$ cat src/hdl/msd_pkg.sv
`timescale 1ns / 1ps
package msd_pkg;

  localparam int unsigned MAX_NEST = 64;
  localparam int unsigned OC_W     = $clog2(MAX_NEST + 1);
  localparam int unsigned SA_W     = $clog2(MAX_NEST);
  localparam int unsigned STK_W    = 34;

  typedef enum logic [3:0] {
    K_NIL   = 4'd0,
    K_FALSE = 4'd1,
    K_TRUE  = 4'd2,
    K_INT   = 4'd3,
    K_F32   = 4'd4,
    K_F64   = 4'd5,
    K_STR   = 4'd6,
    K_BIN   = 4'd7,
    K_ARRAY = 4'd8,
    K_MAP   = 4'd9,
    K_BYTE  = 4'd10
  } kind_e;

  typedef enum logic [2:0] {
    E_NONE  = 3'd0,
    E_TRUNC = 3'd1,
    E_DEEP  = 3'd2,
    E_TYPE  = 3'd3,
    E_LEN   = 3'd4,
    E_KEY   = 3'd5,
    E_TRAIL = 3'd6
  } err_e;

  typedef enum logic [1:0] {
    M_HEADER  = 2'd0,
    M_ARGS    = 2'd1,
    M_PAYLOAD = 2'd2
  } mode_e;

  typedef enum logic [2:0] {
    ST_IDLE  = 3'd0,
    ST_EXEC  = 3'd1,
    ST_CLOSE = 3'd2,
    ST_POPLD = 3'd3,
    ST_FIN   = 3'd4
  } state_e;

  typedef struct packed {
    logic cap;
    logic exec;
    logic close;
    logic popld;
    logic fin;
  } cmd_t;

  typedef struct packed {
    logic need_close;
    logic pop_more;
    logic emit_req;
    logic out_free;
  } sts_t;

endpackage

$ cat src/hdl/msd_if.sv
`timescale 1ns / 1ps
interface msd_in_if;
  logic        valid;
  logic        ready;
  logic [7:0]  data_byte;
  logic [31:0] doc_length;
  logic        last_byte;
  modport source (output valid, data_byte, doc_length, last_byte, input ready);
  modport sink (input valid, data_byte, doc_length, last_byte, output ready);
endinterface

interface msd_out_if;
  logic        valid;
  logic        ready;
  logic [3:0]  token_kind;
  logic [63:0] token_value;
  logic [31:0] item_count;
  logic [6:0]  nest_level;
  logic [2:0]  error_code;
  logic        doc_done;
  modport source (output valid, token_kind, token_value, item_count, nest_level,
                  error_code, doc_done, input ready);
  modport sink (input valid, token_kind, token_value, item_count, nest_level,
                error_code, doc_done, output ready);
endinterface

$ cat src/hdl/msd_ram.sv
`timescale 1ns / 1ps
module msd_ram #(
  parameter int unsigned WIDTH = 8,
  parameter int unsigned DEPTH = 16
) (
  input  logic                     clk_i,
  input  logic                     we_i,
  input  logic [$clog2(DEPTH)-1:0] waddr_i,
  input  logic [WIDTH-1:0]         wdata_i,
  input  logic [$clog2(DEPTH)-1:0] raddr_i,
  output logic [WIDTH-1:0]         rdata_o
);
  logic [WIDTH-1:0] mem_q [DEPTH];
  logic [WIDTH-1:0] rdata_q;

  always_ff @(posedge clk_i) begin
    if (we_i) begin
      mem_q[waddr_i] <= wdata_i;
    end
    rdata_q <= mem_q[raddr_i];
  end

  assign rdata_o = rdata_q;
endmodule

$ cat src/hdl/msd_ctrl.sv
`timescale 1ns / 1ps
module msd_ctrl (
  input  logic          clk_i,
  input  logic          rst_ni,
  input  logic          in_valid_i,
  output logic          in_ready_o,
  input  msd_pkg::sts_t sts_i,
  output msd_pkg::cmd_t cmd_o
);
  import msd_pkg::*;

  state_e state_q, state_d;

  always_ff @(posedge clk_i or negedge rst_ni) begin
    if (!rst_ni) begin
      state_q <= ST_IDLE;
    end else begin
      state_q <= state_d;
    end
  end

  always_comb begin
    state_d = state_q;
    case (state_q)
      ST_IDLE:  if (in_valid_i) state_d = ST_EXEC;
      ST_EXEC:  state_d = sts_i.need_close ? ST_CLOSE : ST_FIN;
      ST_CLOSE: state_d = sts_i.pop_more ? ST_POPLD : ST_FIN;
      ST_POPLD: state_d = ST_CLOSE;
      ST_FIN:   if (!sts_i.emit_req || sts_i.out_free) state_d = ST_IDLE;
      default:  state_d = ST_IDLE;
    endcase
  end

  always_comb begin
    cmd_o      = '0;
    in_ready_o = 1'b0;
    case (state_q)
      ST_IDLE: begin
        in_ready_o = 1'b1;
        cmd_o.cap  = in_valid_i;
      end
      ST_EXEC:  cmd_o.exec  = 1'b1;
      ST_CLOSE: cmd_o.close = 1'b1;
      ST_POPLD: cmd_o.popld = 1'b1;
      ST_FIN:   cmd_o.fin   = !sts_i.emit_req || sts_i.out_free;
      default:  cmd_o = '0;
    endcase
  end

  a_pop_from_close: assert property (@(posedge clk_i) disable iff (!rst_ni)
    state_q == ST_POPLD |-> $past(state_q) == ST_CLOSE)
    else $error("pop load without close step");
  a_fin_leaves: assert property (@(posedge clk_i) disable iff (!rst_ni)
    cmd_o.fin |=> state_q == ST_IDLE)
    else $error("finish did not return to idle");
  a_cap_exec: assert property (@(posedge clk_i) disable iff (!rst_ni)
    cmd_o.cap |=> state_q == ST_EXEC)
    else $error("captured beat not executed");
endmodule

$ cat src/hdl/msd_dp.sv
`timescale 1ns / 1ps
module msd_dp (
  input  logic          clk_i,
  input  logic          rst_ni,
  input  msd_pkg::cmd_t cmd_i,
  output msd_pkg::sts_t sts_o,
  input  logic [7:0]    data_byte_i,
  input  logic [31:0]   doc_length_i,
  input  logic          last_byte_i,
  output logic          out_valid_o,
  input  logic          out_ready_i,
  output logic [3:0]    token_kind_o,
  output logic [63:0]   token_value_o,
  output logic [31:0]   item_count_o,
  output logic [6:0]    nest_level_o,
  output logic [2:0]    error_code_o,
  output logic          doc_done_o
);
  import msd_pkg::*;

  function automatic logic [3:0] arg_len(input logic [7:0] b);
    case (b)
      8'hC4, 8'hCC, 8'hD0, 8'hD9: arg_len = 4'd1;
      8'hC5, 8'hCD, 8'hD1, 8'hDA, 8'hDC, 8'hDE: arg_len = 4'd2;
      8'hC6, 8'hCA, 8'hCE, 8'hD2, 8'hDB, 8'hDD, 8'hDF: arg_len = 4'd4;
      8'hCB, 8'hCF, 8'hD3: arg_len = 4'd8;
      default: arg_len = 4'd0;
    endcase
  endfunction

  // uint64 above the signed range, round to nearest even
  function automatic logic [63:0] big_to_f64(input logic [63:0] u);
    logic [53:0] m;
    logic [10:0] e;
    m = {1'b0, u[63:11]};
    e = 11'd1086;
    if (u[10:0] > 11'h400 || (u[10:0] == 11'h400 && u[11])) m = m + 54'd1;
    if (m[53]) begin
      m = m >> 1;
      e = 11'd1087;
    end
    big_to_f64 = {1'b0, e, m[51:0]};
  endfunction

  // captured beat
  logic [7:0]  byte_q;
  logic [31:0] len_q;
  logic        last_q;

  // document state
  mode_e            mode_q, mode_d;
  logic [7:0]       hdr_q, hdr_d;
  logic [3:0]       left_q, left_d;
  logic [63:0]      acc_q, acc_d;
  logic [31:0]      pl_q, pl_d;
  logic [31:0]      pos_q, pos_d;
  logic [OC_W-1:0]  oc_q, oc_d;
  logic [STK_W-1:0] top_q, top_d;
  logic             tdone_q, tdone_d;
  logic             drain_q, drain_d;

  // pending result
  err_e        err_q, err_d;
  logic        have_q, have_d;
  kind_e       tk_q, tk_d;
  logic [63:0] tv_q, tv_d;
  logic [31:0] tc_q, tc_d;
  logic [6:0]  tl_q, tl_d;
  logic        isstr_q, isstr_d;

  // output register
  logic        ov_q;
  logic [3:0]  ok_q;
  logic [63:0] oval_q;
  logic [31:0] ocnt_q;
  logic [6:0]  olvl_q;
  logic [2:0]  oerr_q;
  logic        odone_q;

  logic             ram_we;
  logic [SA_W-1:0]  ram_wa;
  logic [STK_W-1:0] ram_wd;
  logic [STK_W-1:0] ram_rd;
  logic [OC_W-1:0]  oc_m1, oc_m2;

  logic [31:0] pos_inc;
  logic [63:0] acc_new;
  logic        do_sc, do_cont, do_text, is_map;
  kind_e       rk;
  logic [63:0] rv;
  logic [31:0] rn;
  logic [3:0]  al;
  logic [3:0]  left_dec;
  logic [31:0] pl_dec;
  logic [32:0] cl_rem, cl_dec;
  err_e        fin_err;
  logic        emit;
  logic        need_close;
  logic        pop_more;

  assign oc_m1   = oc_q - OC_W'(1);
  assign oc_m2   = oc_q - OC_W'(2);
  assign pos_inc = (&pos_q) ? pos_q : pos_q + 32'd1;
  assign acc_new = {acc_q[55:0], byte_q};
  assign al      = arg_len(byte_q);
  assign left_dec = (left_q != 4'd0) ? left_q - 4'd1 : 4'd0;
  assign pl_dec  = (pl_q != 32'd0) ? pl_q - 32'd1 : 32'd0;
  assign cl_rem  = top_q[32:0];
  assign cl_dec  = (cl_rem != 33'd0) ? cl_rem - 33'd1 : 33'd0;

  // decode of the item that this beat finishes
  always_comb begin
    do_sc   = 1'b0;
    do_cont = 1'b0;
    do_text = 1'b0;
    is_map  = 1'b0;
    rk      = K_INT;
    rv      = '0;
    rn      = '0;
    if (mode_q == M_ARGS) begin
      case (hdr_q)
        8'hC4, 8'hC5, 8'hC6: begin do_text = 1'b1; rk = K_BIN; rn = acc_new[31:0]; end
        8'hD9, 8'hDA, 8'hDB: begin do_text = 1'b1; rk = K_STR; rn = acc_new[31:0]; end
        8'hDC, 8'hDD: begin do_cont = 1'b1; rk = K_ARRAY; rn = acc_new[31:0]; end
        8'hDE, 8'hDF: begin
          do_cont = 1'b1; is_map = 1'b1; rk = K_MAP; rn = acc_new[31:0];
        end
        8'hCA: begin do_sc = 1'b1; rk = K_F32; rv = {32'd0, acc_new[31:0]}; end
        8'hCB: begin do_sc = 1'b1; rk = K_F64; rv = acc_new; end
        8'hCC, 8'hCD, 8'hCE, 8'hD3: begin do_sc = 1'b1; rv = acc_new; end
        8'hCF: begin
          do_sc = 1'b1;
          if (acc_new[63]) begin rk = K_F64; rv = big_to_f64(acc_new); end
          else rv = acc_new;
        end
        8'hD0: begin do_sc = 1'b1; rv = {{56{acc_new[7]}}, acc_new[7:0]}; end
        8'hD1: begin do_sc = 1'b1; rv = {{48{acc_new[15]}}, acc_new[15:0]}; end
        8'hD2: begin do_sc = 1'b1; rv = {{32{acc_new[31]}}, acc_new[31:0]}; end
        default: do_sc = 1'b0;
      endcase
    end else begin
      if (byte_q <= 8'h7F) begin
        do_sc = 1'b1; rv = {56'd0, byte_q};
      end else if (byte_q >= 8'hE0) begin
        do_sc = 1'b1; rv = {{56{1'b1}}, byte_q};
      end else if (byte_q[7:4] == 4'h8) begin
        do_cont = 1'b1; is_map = 1'b1; rk = K_MAP; rn = {28'd0, byte_q[3:0]};
      end else if (byte_q[7:4] == 4'h9) begin
        do_cont = 1'b1; rk = K_ARRAY; rn = {28'd0, byte_q[3:0]};
      end else if (byte_q[7:5] == 3'b101) begin
        do_text = 1'b1; rk = K_STR; rn = {27'd0, byte_q[4:0]};
      end else if (byte_q == 8'hC0) begin
        do_sc = 1'b1; rk = K_NIL;
      end else if (byte_q == 8'hC2) begin
        do_sc = 1'b1; rk = K_FALSE;
      end else if (byte_q == 8'hC3) begin
        do_sc = 1'b1; rk = K_TRUE;
      end
    end
  end

  always_comb begin
    mode_d  = mode_q;
    hdr_d   = hdr_q;
    left_d  = left_q;
    acc_d   = acc_q;
    pl_d    = pl_q;
    pos_d   = pos_q;
    oc_d    = oc_q;
    top_d   = top_q;
    tdone_d = tdone_q;
    drain_d = drain_q;
    err_d   = err_q;
    have_d  = have_q;
    tk_d    = tk_q;
    tv_d    = tv_q;
    tc_d    = tc_q;
    tl_d    = tl_q;
    isstr_d = isstr_q;
    ram_we  = 1'b0;
    ram_wa  = oc_q[SA_W-1:0];
    ram_wd  = top_q;
    need_close = 1'b0;
    pop_more   = 1'b0;
    fin_err = err_q;
    if (err_q == E_NONE && !drain_q && last_q && !tdone_q) begin
      fin_err = (mode_q == M_HEADER && oc_q >= OC_W'(MAX_NEST)) ? E_DEEP : E_TRUNC;
    end
    emit = !drain_q && (fin_err != E_NONE || have_q);

    if (cmd_i.exec) begin
      err_d  = E_NONE;
      have_d = 1'b0;
      tl_d   = 7'(oc_q);
      tv_d   = '0;
      tc_d   = '0;
      if (drain_q) begin
        have_d = 1'b0;
      end else if (tdone_q) begin
        err_d = E_TRAIL;
      end else begin
        pos_d = pos_inc;
        if (mode_q == M_PAYLOAD) begin
          have_d = 1'b1;
          tk_d   = K_BYTE;
          tv_d   = {56'd0, byte_q};
          pl_d   = pl_dec;
          if (pl_dec == 32'd0) begin
            mode_d     = M_HEADER;
            need_close = 1'b1;
            isstr_d    = !(hdr_q >= 8'hC4 && hdr_q <= 8'hC6);
          end
        end else if (mode_q == M_HEADER && oc_q >= OC_W'(MAX_NEST)) begin
          err_d = E_DEEP;
        end else if (mode_q == M_ARGS && left_dec != 4'd0) begin
          acc_d  = acc_new;
          left_d = left_dec;
        end else begin
          mode_d = M_HEADER;
          if (mode_q == M_HEADER) hdr_d = byte_q;
          if (do_sc) begin
            have_d = 1'b1; tk_d = rk; tv_d = rv;
            need_close = 1'b1; isstr_d = 1'b0;
          end else if (do_cont) begin
            if (rn > len_q) begin
              err_d = E_LEN;
            end else begin
              have_d = 1'b1; tk_d = rk; tc_d = rn;
              if (rn == 32'd0) begin
                need_close = 1'b1; isstr_d = 1'b0;
              end else if (oc_q >= OC_W'(MAX_NEST)) begin
                err_d = E_DEEP;
              end else begin
                top_d  = is_map ? {1'b1, rn, 1'b0} : {2'b00, rn};
                ram_we = 1'b1;
                ram_wa = oc_q[SA_W-1:0];
                ram_wd = top_d;
                oc_d   = oc_q + OC_W'(1);
              end
            end
          end else if (do_text) begin
            if ({1'b0, pos_inc} + {1'b0, rn} > {1'b0, len_q}) begin
              err_d = E_TRUNC;
            end else begin
              have_d = 1'b1; tk_d = rk; tc_d = rn;
              if (rn == 32'd0) begin
                need_close = 1'b1; isstr_d = (rk == K_STR);
              end else begin
                pl_d = rn; mode_d = M_PAYLOAD;
              end
            end
          end else if (mode_q == M_HEADER && al != 4'd0) begin
            mode_d = M_ARGS; left_d = al; acc_d = '0;
          end else begin
            err_d = E_TYPE;
          end
        end
      end
    end

    // one level of the close walk per step
    if (cmd_i.close) begin
      if (oc_q == '0) begin
        tdone_d = 1'b1;
      end else if (top_q[33] && !cl_rem[0] && !isstr_q) begin
        err_d = E_KEY;
      end else if (cl_dec != 33'd0) begin
        top_d  = {top_q[33], cl_dec};
        ram_we = 1'b1;
        ram_wa = oc_m1[SA_W-1:0];
        ram_wd = top_d;
      end else begin
        oc_d    = oc_m1;
        isstr_d = 1'b0;
        if (oc_q == OC_W'(1)) tdone_d = 1'b1;
        else pop_more = 1'b1;
      end
    end

    if (cmd_i.popld) top_d = ram_rd;

    if (cmd_i.fin) begin
      if (fin_err != E_NONE || last_q) begin
        mode_d  = M_HEADER;
        hdr_d   = '0;
        left_d  = '0;
        acc_d   = '0;
        pl_d    = '0;
        pos_d   = '0;
        oc_d    = '0;
        tdone_d = 1'b0;
        drain_d = fin_err != E_NONE && !last_q && !drain_q;
      end
    end
  end

  always_ff @(posedge clk_i) begin
    if (cmd_i.cap) begin
      byte_q <= data_byte_i;
      len_q  <= doc_length_i;
      last_q <= last_byte_i;
    end
    top_q   <= top_d;
    have_q  <= have_d;
    tk_q    <= tk_d;
    tv_q    <= tv_d;
    tc_q    <= tc_d;
    tl_q    <= tl_d;
    isstr_q <= isstr_d;
    if (cmd_i.fin && emit) begin
      if (fin_err != E_NONE) begin
        ok_q    <= '0;
        oval_q  <= '0;
        ocnt_q  <= '0;
        olvl_q  <= '0;
        oerr_q  <= fin_err;
        odone_q <= 1'b1;
      end else begin
        ok_q    <= tk_q;
        oval_q  <= tv_q;
        ocnt_q  <= tc_q;
        olvl_q  <= tl_q;
        oerr_q  <= E_NONE;
        odone_q <= last_q;
      end
    end
  end

  always_ff @(posedge clk_i or negedge rst_ni) begin
    if (!rst_ni) begin
      mode_q  <= M_HEADER;
      hdr_q   <= '0;
      left_q  <= '0;
      acc_q   <= '0;
      pl_q    <= '0;
      pos_q   <= '0;
      oc_q    <= '0;
      tdone_q <= 1'b0;
      drain_q <= 1'b0;
      err_q   <= E_NONE;
      ov_q    <= 1'b0;
    end else begin
      mode_q  <= mode_d;
      hdr_q   <= hdr_d;
      left_q  <= left_d;
      acc_q   <= acc_d;
      pl_q    <= pl_d;
      pos_q   <= pos_d;
      oc_q    <= oc_d;
      tdone_q <= tdone_d;
      drain_q <= drain_d;
      err_q   <= err_d;
      if (cmd_i.fin && emit) ov_q <= 1'b1;
      else if (out_ready_i) ov_q <= 1'b0;
    end
  end

  msd_ram #(
    .WIDTH (STK_W),
    .DEPTH (MAX_NEST)
  ) u_stack (
    .clk_i   (clk_i),
    .we_i    (ram_we),
    .waddr_i (ram_wa),
    .wdata_i (ram_wd),
    .raddr_i (oc_m2[SA_W-1:0]),
    .rdata_o (ram_rd)
  );

  assign sts_o.need_close = need_close;
  assign sts_o.pop_more   = pop_more;
  assign sts_o.emit_req   = emit;
  assign sts_o.out_free   = !ov_q || out_ready_i;

  assign out_valid_o   = ov_q;
  assign token_kind_o  = ok_q;
  assign token_value_o = oval_q;
  assign item_count_o  = ocnt_q;
  assign nest_level_o  = olvl_q;
  assign error_code_o  = oerr_q;
  assign doc_done_o    = odone_q;

  a_oc_bound: assert property (@(posedge clk_i) disable iff (!rst_ni)
    oc_q <= OC_W'(MAX_NEST))
    else $error("nesting counter beyond limit");
  a_payload_nonzero: assert property (@(posedge clk_i) disable iff (!rst_ni)
    mode_q == M_PAYLOAD |-> pl_q != 32'd0)
    else $error("payload mode with nothing left");
  a_drain_clean: assert property (@(posedge clk_i) disable iff (!rst_ni)
    drain_q |-> !tdone_q && oc_q == '0)
    else $error("drain with live document state");
  a_err_done: assert property (@(posedge clk_i) disable iff (!rst_ni)
    ov_q && oerr_q != E_NONE |-> odone_q)
    else $error("error beat without document end");
endmodule

$ cat src/hdl/msgpack_stream_decoder_top.sv
`timescale 1ns / 1ps
// streaming messagepack decoder
// in_i carries one document byte per beat with the document length and a
// last-byte flag; out_o carries tokens: scalars, str/bin/array/map headers,
// one beat per str/bin payload byte, and error beats with doc_done set.
// a byte gives zero or one output beat; errors replace the token and the
// rest of the document is then dropped up to its last byte.
// steps: a byte is captured in the idle state and decoded in the exec step;
// a byte that completes an item then walks up the nesting stack in close
// steps, with a pop load between them for each container that it closes
// (the stack is read from a ram with registered read), and the finish step
// loads its token into the output register. a new byte is accepted only
// once the last one has left the finish step.
// the output register lets the next byte be accepted while a token waits.
// when out_o is stalled, a byte that has a token waits in the finish step
// and in_i.ready stays low until the register frees up.
// reset (rst_ni low, asynchronous) empties the output register and returns
// the parser to the start of a document; the stack ram needs no clearing.
module msgpack_stream_decoder_top (
  input logic       clk_i,
  input logic       rst_ni,
  msd_in_if.sink    in_i,
  msd_out_if.source out_o
);
  import msd_pkg::*;

  cmd_t cmd;
  sts_t sts;

  msd_ctrl u_ctrl (
    .clk_i      (clk_i),
    .rst_ni     (rst_ni),
    .in_valid_i (in_i.valid),
    .in_ready_o (in_i.ready),
    .sts_i      (sts),
    .cmd_o      (cmd)
  );

  msd_dp u_dp (
    .clk_i         (clk_i),
    .rst_ni        (rst_ni),
    .cmd_i         (cmd),
    .sts_o         (sts),
    .data_byte_i   (in_i.data_byte),
    .doc_length_i  (in_i.doc_length),
    .last_byte_i   (in_i.last_byte),
    .out_valid_o   (out_o.valid),
    .out_ready_i   (out_o.ready),
    .token_kind_o  (out_o.token_kind),
    .token_value_o (out_o.token_value),
    .item_count_o  (out_o.item_count),
    .nest_level_o  (out_o.nest_level),
    .error_code_o  (out_o.error_code),
    .doc_done_o    (out_o.doc_done)
  );
endmodule

$ cat src/flat_wrapper.sv
// flat-port wrapper written by rule: the top's interface ports become plain ports
module msgpack_stream_decoder_top_flat import msd_pkg::*;
  (clk_i, rst_ni, in_i_valid, in_i_data_byte, in_i_doc_length, in_i_last_byte, in_i_ready, out_o_valid, out_o_token_kind, out_o_token_value, out_o_item_count, out_o_nest_level, out_o_error_code, out_o_doc_done, out_o_ready);
  msd_in_if in_i_i ();
  msd_out_if out_o_i ();
  input logic clk_i;
  input logic rst_ni;
  input wire logic [$bits(in_i_i.valid)-1:0] in_i_valid;
  input wire logic [$bits(in_i_i.data_byte)-1:0] in_i_data_byte;
  input wire logic [$bits(in_i_i.doc_length)-1:0] in_i_doc_length;
  input wire logic [$bits(in_i_i.last_byte)-1:0] in_i_last_byte;
  output wire logic [$bits(in_i_i.ready)-1:0] in_i_ready;
  output wire logic [$bits(out_o_i.valid)-1:0] out_o_valid;
  output wire logic [$bits(out_o_i.token_kind)-1:0] out_o_token_kind;
  output wire logic [$bits(out_o_i.token_value)-1:0] out_o_token_value;
  output wire logic [$bits(out_o_i.item_count)-1:0] out_o_item_count;
  output wire logic [$bits(out_o_i.nest_level)-1:0] out_o_nest_level;
  output wire logic [$bits(out_o_i.error_code)-1:0] out_o_error_code;
  output wire logic [$bits(out_o_i.doc_done)-1:0] out_o_doc_done;
  input wire logic [$bits(out_o_i.ready)-1:0] out_o_ready;
  assign in_i_i.valid = in_i_valid;
  assign in_i_i.data_byte = in_i_data_byte;
  assign in_i_i.doc_length = in_i_doc_length;
  assign in_i_i.last_byte = in_i_last_byte;
  assign in_i_ready = in_i_i.ready;
  assign out_o_valid = out_o_i.valid;
  assign out_o_token_kind = out_o_i.token_kind;
  assign out_o_token_value = out_o_i.token_value;
  assign out_o_item_count = out_o_i.item_count;
  assign out_o_nest_level = out_o_i.nest_level;
  assign out_o_error_code = out_o_i.error_code;
  assign out_o_doc_done = out_o_i.doc_done;
  assign out_o_i.ready = out_o_ready;
  msgpack_stream_decoder_top u_core (.clk_i(clk_i), .rst_ni(rst_ni), .in_i(in_i_i), .out_o(out_o_i));
endmodule
$ cat config.mk
export PLATFORM = sky130hd
export DESIGN_NAME = msgpack_stream_decoder_top_flat
export DESIGN_NICKNAME = d
export VERILOG_FILES = /design/src/hdl/msd_pkg.sv /design/src/hdl/msd_if.sv /design/src/hdl/msd_ram.sv /design/src/hdl/msd_ctrl.sv /design/src/hdl/msd_dp.sv /design/src/hdl/msgpack_stream_decoder_top.sv /design/src/flat_wrapper.sv
export SDC_FILE = /design/constraint.sdc
export NUM_CORES = 2
export LEC_CHECK = 0
export BUFFER_PORTS_ARGS = -buffer_cell sky130_fd_sc_hd__buf_2
export CAP_MARGIN = 0
export CORE_ASPECT_RATIO = 1.5
export CORE_MARGIN = 3
export CORE_UTILIZATION = 57
export CTS_CLUSTER_SIZE = 30
export DETAILED_ROUTE_END_ITERATION = 10
export PLACE_DENSITY_LB_ADDON = 0.05
export SLEW_MARGIN = 25
export SYNTH_ARGS = -nofsm -noshare
export SYNTH_HDL_FRONTEND = slang
export SYNTH_HIERARCHICAL = 1
export SYNTH_SLANG_ARGS = --single-unit
$ cat constraint.sdc
create_clock -name clk_i -period 14 [get_ports clk_i]
set_input_delay 2.1 -clock clk_i [delete_from_list [all_inputs] [get_ports clk_i]]
set_output_delay 2.1 -clock clk_i [all_outputs]
set_load 0.05 [all_outputs]
# == Word-level counts from Yosys, hierarchy flattened ==
# Memories as Yosys holds them, arrays and structs flattened. A register that Yosys moved wholly into a read port is not among the register bits.
# Cells that the tools add are included.
# classes
bitwise_logic,3
eq_ne,61
n_mux,281
order_cmp,8
n_reduce_logical,62
n_addsub,9
# op_table
cell,n
64-bit 2-to-1 mux,15
32-bit 2-to-1 mux,26
34-bit 2-to-1 mux,17
64-bit one-hot mux with 6 select lines,1
8-bit == test (second input constant),43
54-bit 2-to-1 mux,4
7-bit 2-to-1 mux,17
1-bit 2-to-1 mux,108
8-bit 2-to-1 mux,13
4-bit 2-to-1 mux,25
33-bit nonzero test,2
32-bit logical NOT,2
63-bit 2-to-1 mux,1
3-bit 2-to-1 mux,20
53-bit by 1-bit adder with 54-bit output (second input constant),1
52-bit 2-to-1 mux,1
2-bit 2-to-1 mux,20
32-bit by 32-bit adder with 33-bit output,1
33-bit by 32-bit > comparator with 1-bit output,1
33-bit 2-to-1 mux,1
33-bit by 1-bit subtractor with 33-bit output (second input constant),1
32-bit by 1-bit adder with 32-bit output (second input constant),1
32-bit > comparator,1
32-bit AND reduction,1
other kinds (46),101
# totals
reg_bits,453
output_inout_bits,113
word_cells,454
mem_count,1
ram_bits,2176
# memory_table
name,depth,word_bits,rd,rd_ports_with_merged_regs,wr,line,text
u_core.u_dp.u_stack.mem_q,64,34,1,1,1,msd_ram.sv:13,logic [WIDTH-1:0] mem_q [DEPTH];

# == Depth between registers and ports, before layout ==
# logic_depth
word_depth,26
depth_mapped,33
ltp_nobuf,30

# == Modules after synthesis ==
# Netlist, hierarchy kept.
# by_module_without_submodules
mod,instances,area_per_inst_um2,cells_per_inst
msd_ram,1,83681.5,3767
msd_dp,1,28451.0,3170
msd_ctrl,1,255.2,22

# == Least setup slack after synthesis ==
# OpenSTA, ideal clock, no wires.
# synth_path
kind,register to register
startpoint,reg u_core.u_ctrl.state_q[2]
endpoint,mem u_core/u_dp/u_stack/mem_q[0][21] (netlist bit) (data pin)
n_path_buf,3
arrival_ns,13.826
stages_incl_launch_ff,11
slack_ns,-0.566
path_cell_list,dfrtp_1 -> buf_6 -> nor3b_1 -> nand2_1 -> nor2_1 -> and3_1 -> and4_1 -> buf_2 -> clkbuf_1 -> mux2i_1 -> a221oi_1
# synth_lines
element,line,text
start: declaration,msd_ctrl.sv:12,"state_e state_q, state_d;"
start signal: assignment,msd_ctrl.sv:18,state_q <= state_d;
end: declaration,msd_ram.sv:13,

# == Worst setup path after layout ==
# layout_path
startpoint,reg u_core.u_dp.mode_q[1]
endpoint,reg u_core.u_dp.pl_q[4]
# layout_between
elab_chain_len,16
# layout_rtl
element,line,text
start: declaration,msd_dp.sv:51,"mode_e mode_q, mode_d;"
start signal: assignment,msd_dp.sv:343,mode_q <= mode_d;
2-bit by 1-bit == test with 1-bit output,"msd_dp.sv:120, msd_dp.sv:215",
32-bit 2-to-1 mux,msd_dp.sv:120,if (mode_q == M_ARGS) begin
32-bit by 32-bit adder with 33-bit output or 32-bit logical NOT (tied branches),"msd_dp.sv:242, msd_dp.sv:246",
33-bit by 32-bit > comparator with 1-bit output or 32-bit 2-to-1 mux (tied branches),"msd_dp.sv:242, msd_dp.sv:246",
32-bit 2-to-1 mux,msd_dp.sv:242,"if ({1'b0, pos_inc} + {1'b0, rn} > {1'b0, len_q}) begin"
32-bit 2-to-1 mux,msd_dp.sv:241,end else if (do_text) begin
32-bit 2-to-1 mux,msd_dp.sv:224,end else if (do_cont) begin
32-bit 2-to-1 mux,msd_dp.sv:221,if (do_sc) begin
32-bit 2-to-1 mux,msd_dp.sv:215,end else if (mode_q == M_ARGS && left_dec != 4'd0) begin
32-bit 2-to-1 mux,msd_dp.sv:213,end else if (mode_q == M_HEADER && oc_q >= OC_W'(MAX_NEST)) begin
32-bit 2-to-1 mux,msd_dp.sv:203,if (mode_q == M_PAYLOAD) begin
32-bit 2-to-1 mux,msd_dp.sv:199,end else if (tdone_q) begin
32-bit 2-to-1 mux,msd_dp.sv:197,if (drain_q) begin
32-bit 2-to-1 mux,msd_dp.sv:191,if (cmd_i.exec) begin
32-bit 2-to-1 mux,msd_dp.sv:283,if (fin_err != E_NONE || last_q) begin
32-bit 2-to-1 mux (*),msd_dp.sv:282,if (cmd_i.fin) begin
named net u_core.u_dp.pl_d[4],msd_dp.sv:55,"logic [31:0] pl_q, pl_d;"
end signal: assignment,msd_dp.sv:347,pl_q <= pl_d;
end: declaration,msd_dp.sv:55,
# Mark *: on every way through the listed nets, which the timed path passes. The rest lies on a longest branch.
# A chain may end at the register's enable or synchronous reset.

==> results_dict.tcl <==
set metrics [dict create \
    clkTransAtPathRegs_ps 80 \
    clockRootBuffer "clkbuf_16" \
    nets 7283 \
    total_power_mw 19.1 \
    h-tree-depth 4 \
    hold_violations 0 \
    seqCellArea_um2 78300 \
    clock_sinks 2655 \
    finClkSkew_ps 74.7 \
    p_per_area_nw_per_um2 152 \
    gp_congestion 0.997 \
    die_area_um2 203000 \
    endpoint_kind "register" \
    max-vdd-ir-drop_v 0.000159 \
    cp_slowest_cell "nor4_1" \
    max-slew-margin-rel_pct 14.3 \
    finalSetupViolations 0 \
    grt_pass1_wl_mm 465 \
    antenna_found_initial 23 \
    area_delta_synth_final_pct 11.3 \
    startpoint_type "register" \
    drv_cap 0 \
    via_per_inst 6.60 \
    wire_per_inst_um 32.3 \
    slowest_delay_ps 590 \
    instances_no_fill 9998 \
    syn_area_per_cell_um2 16.1 \
    ys_ff_latch 2655 \
    vias 66000 \
    dp_hpwl_mm 198 \
    yosys_warnings 6 \
    dr.pass1.iters 6 \
    ys_seq_area_share_pct 69.7 \
    fin_util_pct 63.8 \
    fin_crit_sh_pct 58.1 \
    rsz0062_at_grt "no" \
    hp-class "reg -> reg" \
    drtIter0Drc 6840 \
    die_h_um 550 \
    setup_tns_ps 0 \
    nFillCells 14000 \
    grt_overflow 0 \
    start_util_pct 57.4 \
    fmax_ghz 0.123 \
    cpMostUsedCell "nor4_1" \
    grt_pass1_vias 65600 \
    synth_area_leaders "edfxtp_1 65%, mux4_2 9.5%, dfrtp_1 3.3%, mux2i_1 1.7%, nor2_1 1.4%" \
    hold_buffers 0 \
    clock_latency_ps 910 \
    worst_pin_slew_ps 1290 \
    syn_nets 7111 \
    drive_gt1_share_pct 19.7 \
    clock_path_buffers 4 \
    cts_tree "built" \
    grt_usage_pct 31.9 \
    status "complete, no violations" \
    die_x_um 369 \
    cp_max_fo 23 \
    syn_inst 6959 \
    cp.required_ps 14690 \
    core-area_um2 196000 \
    ant_nets 0 \
    yosys_most_used_dff "edfxtp_1" \
    multi_input_comb_area_um2 32400 \
    async_flop_share_pct 5.65 \
    cts_resized 0 \
    yosys.area.top_type "edfxtp_1" \
    post-place-cells 9498 \
    worstSetupPathType "reg -> reg" \
    min_period_ps 8130 \
    p_leak_nw 41.0 \
    synth-edff-count 2436 \
    synth_cell_types 97 \
    grt_max_degree 108 \
    drv_slew 0 \
    boundaryPins 158 \
    cts_setup_buffers 0 \
    cp_data_arrival_time_ps 8820 \
    drc 0 \
    synth_top_area_share_pct 65.1 \
    rows 199 \
    cts_buffers 241 \
    synth_area_um2 112000 \
    numPortBuffers 157 \
    finalWirelength_mm 323 \
]
## cell usage after synthesis, types with 111 or more instances
cell / number
and2_1: 137
nor2_1: 433
nand4_1: 125
a21oi_1: 178
nand2_1: 359
a22oi_1: 137
xnor2_1: 112
inv_1: 146
nand3_1: 182
edfxtp_1: 2436
clkbuf_1: 283
mux2i_1: 186
mux4_2: 476
dfrtp_1: 150
o21ai_0: 193
nor3_1: 111
## routing by layer
| layer | vias to the layer above | global-route usage, % | routed length (µm) | share of wire [%] |
|---|---|---|---|---|
| met5 | - | 0 | 16 | 0.0050 |
| met4 | 2 | 19.4 | 22300 | 6.9 |
| met3 | 793 | 4.69 | 22800 | 7.1 |
| met2 | 3012 | 53.0 | 159000 | 49 |
| met1 | 34100 | 40.1 | 118000 | 37 |
| li1 | 28000 | - | - | - |
## cells by family after synthesis
group | count (synthesis) | synth area share (%)
compound gates | 983 | 5.99
xor+xnor | 170 | 1.32
fa+ha+maj | 107 | 1.20
buf+inv | 602 | 2.40
flops | 2655 | 69.7
mux | 705 | 11.6
simple gates | 1737 | 7.81
## layout make-up
type | instances | share of cell area, %
antenna | 56 | 0.112
clock buffer | 304 | 5.17
clock inverter | 137 | 1.07
inverter | 147 | 0.453
multi-input combinational | 3702 | 25.9
sequential | 2655 | 62.6
tap | 2613 | 2.61
timing repair buffer | 384 | 2.08
## state kept, by name (all words and copies together), names as in the netlist, 32 cells and up
name,flops
u_core/u_dp/u_stack/mem_q,2176
u_core/u_dp/token_value_o,64
u_core/u_dp/tv_q,64
u_core/u_dp/acc_q,56
u_core/u_dp/top_q,34
u_core/u_dp/u_stack/rdata_o,34
u_core/u_dp/item_count_o,32
u_core/u_dp/len_q,32
u_core/u_dp/pl_q,32
u_core/u_dp/pos_q,32
u_core/u_dp/tc_q,32
## layout by cell type (no fill, tap or decap), types with 53 or more instances in the layout
master,count
edfxtp_1,2436
mux4_2,476
nor2_1,362
nand2_1,359
clkbuf_16,244
buf_4,218
o21ai_0,188
mux2i_1,182
nand3_1,180
a21oi_1,177
buf_2,156
dfrtp_1,149
inv_1,144
a22oi_1,136
and2_1,135
nand4_1,125
xnor2_1,112
ha_1,106
nor3_1,105
nor4_1,87
dfxtp_1,69
o221ai_1,66
nor2_4,66
and3_1,60
diode_2,56
xor2_1,56
a221oi_1,55
clkinv_2,53
o22ai_1,53
## stage by stage
stage	instance area, µm²	worst slack [ps]	hold slack, ps
floorplan	112000	3610	406
global placement	117000	5830	418
detailed placement	117000	6150	418
CTS	125000	6090	428
global route	125000	5370	467
finish	125000	5870	431
## power breakdown
part           total [mW]  switching (mW)  internal (mW)  leakage [nW]
combinational        3.14            2.08           1.06          12.8
sequential           9.37           0.273           9.10          24.4
clock                6.55            2.89           3.66          3.80
## worst max-delay path: cells and delay by family, from the launching register on
family | cells | cell delay [ps]
AND/OR/NAND/NOR | 11 | 2920
AO/OA/AOI/OAI | 9 | 2400
buffers and inverters | 4 | 970
adder cells (fa/ha/maj) | 3 | 950
flip-flops | 1 | 450
XOR/XNOR | 1 | 180
## worst paths after layout
kind / depth (start not counted) / startpoint / slack [ps] / to
worst max-delay path: 28 / u_core/u_dp/mode_q[1] / 5870 / u_core/u_dp/pl_q[4]
worst min-delay path: 2 / u_core/u_dp/u_stack/rdata_o[0] / 430 / u_core/u_dp/top_q[0]
worst max register to register: 28 / u_core/u_dp/mode_q[1] / 5870 / u_core/u_dp/pl_q[4]
worst min register to register: 2 / u_core/u_dp/u_stack/rdata_o[0] / 430 / u_core/u_dp/top_q[0]
max in group asynchronous: 3 / rst_ni / 10840 / u_core/u_dp/acc_q[38]
min in group asynchronous: 1 / rst_ni / 1160 / u_core/u_dp/pos_q[4]
No activity file was read; power rests on OpenSTA's default activity.
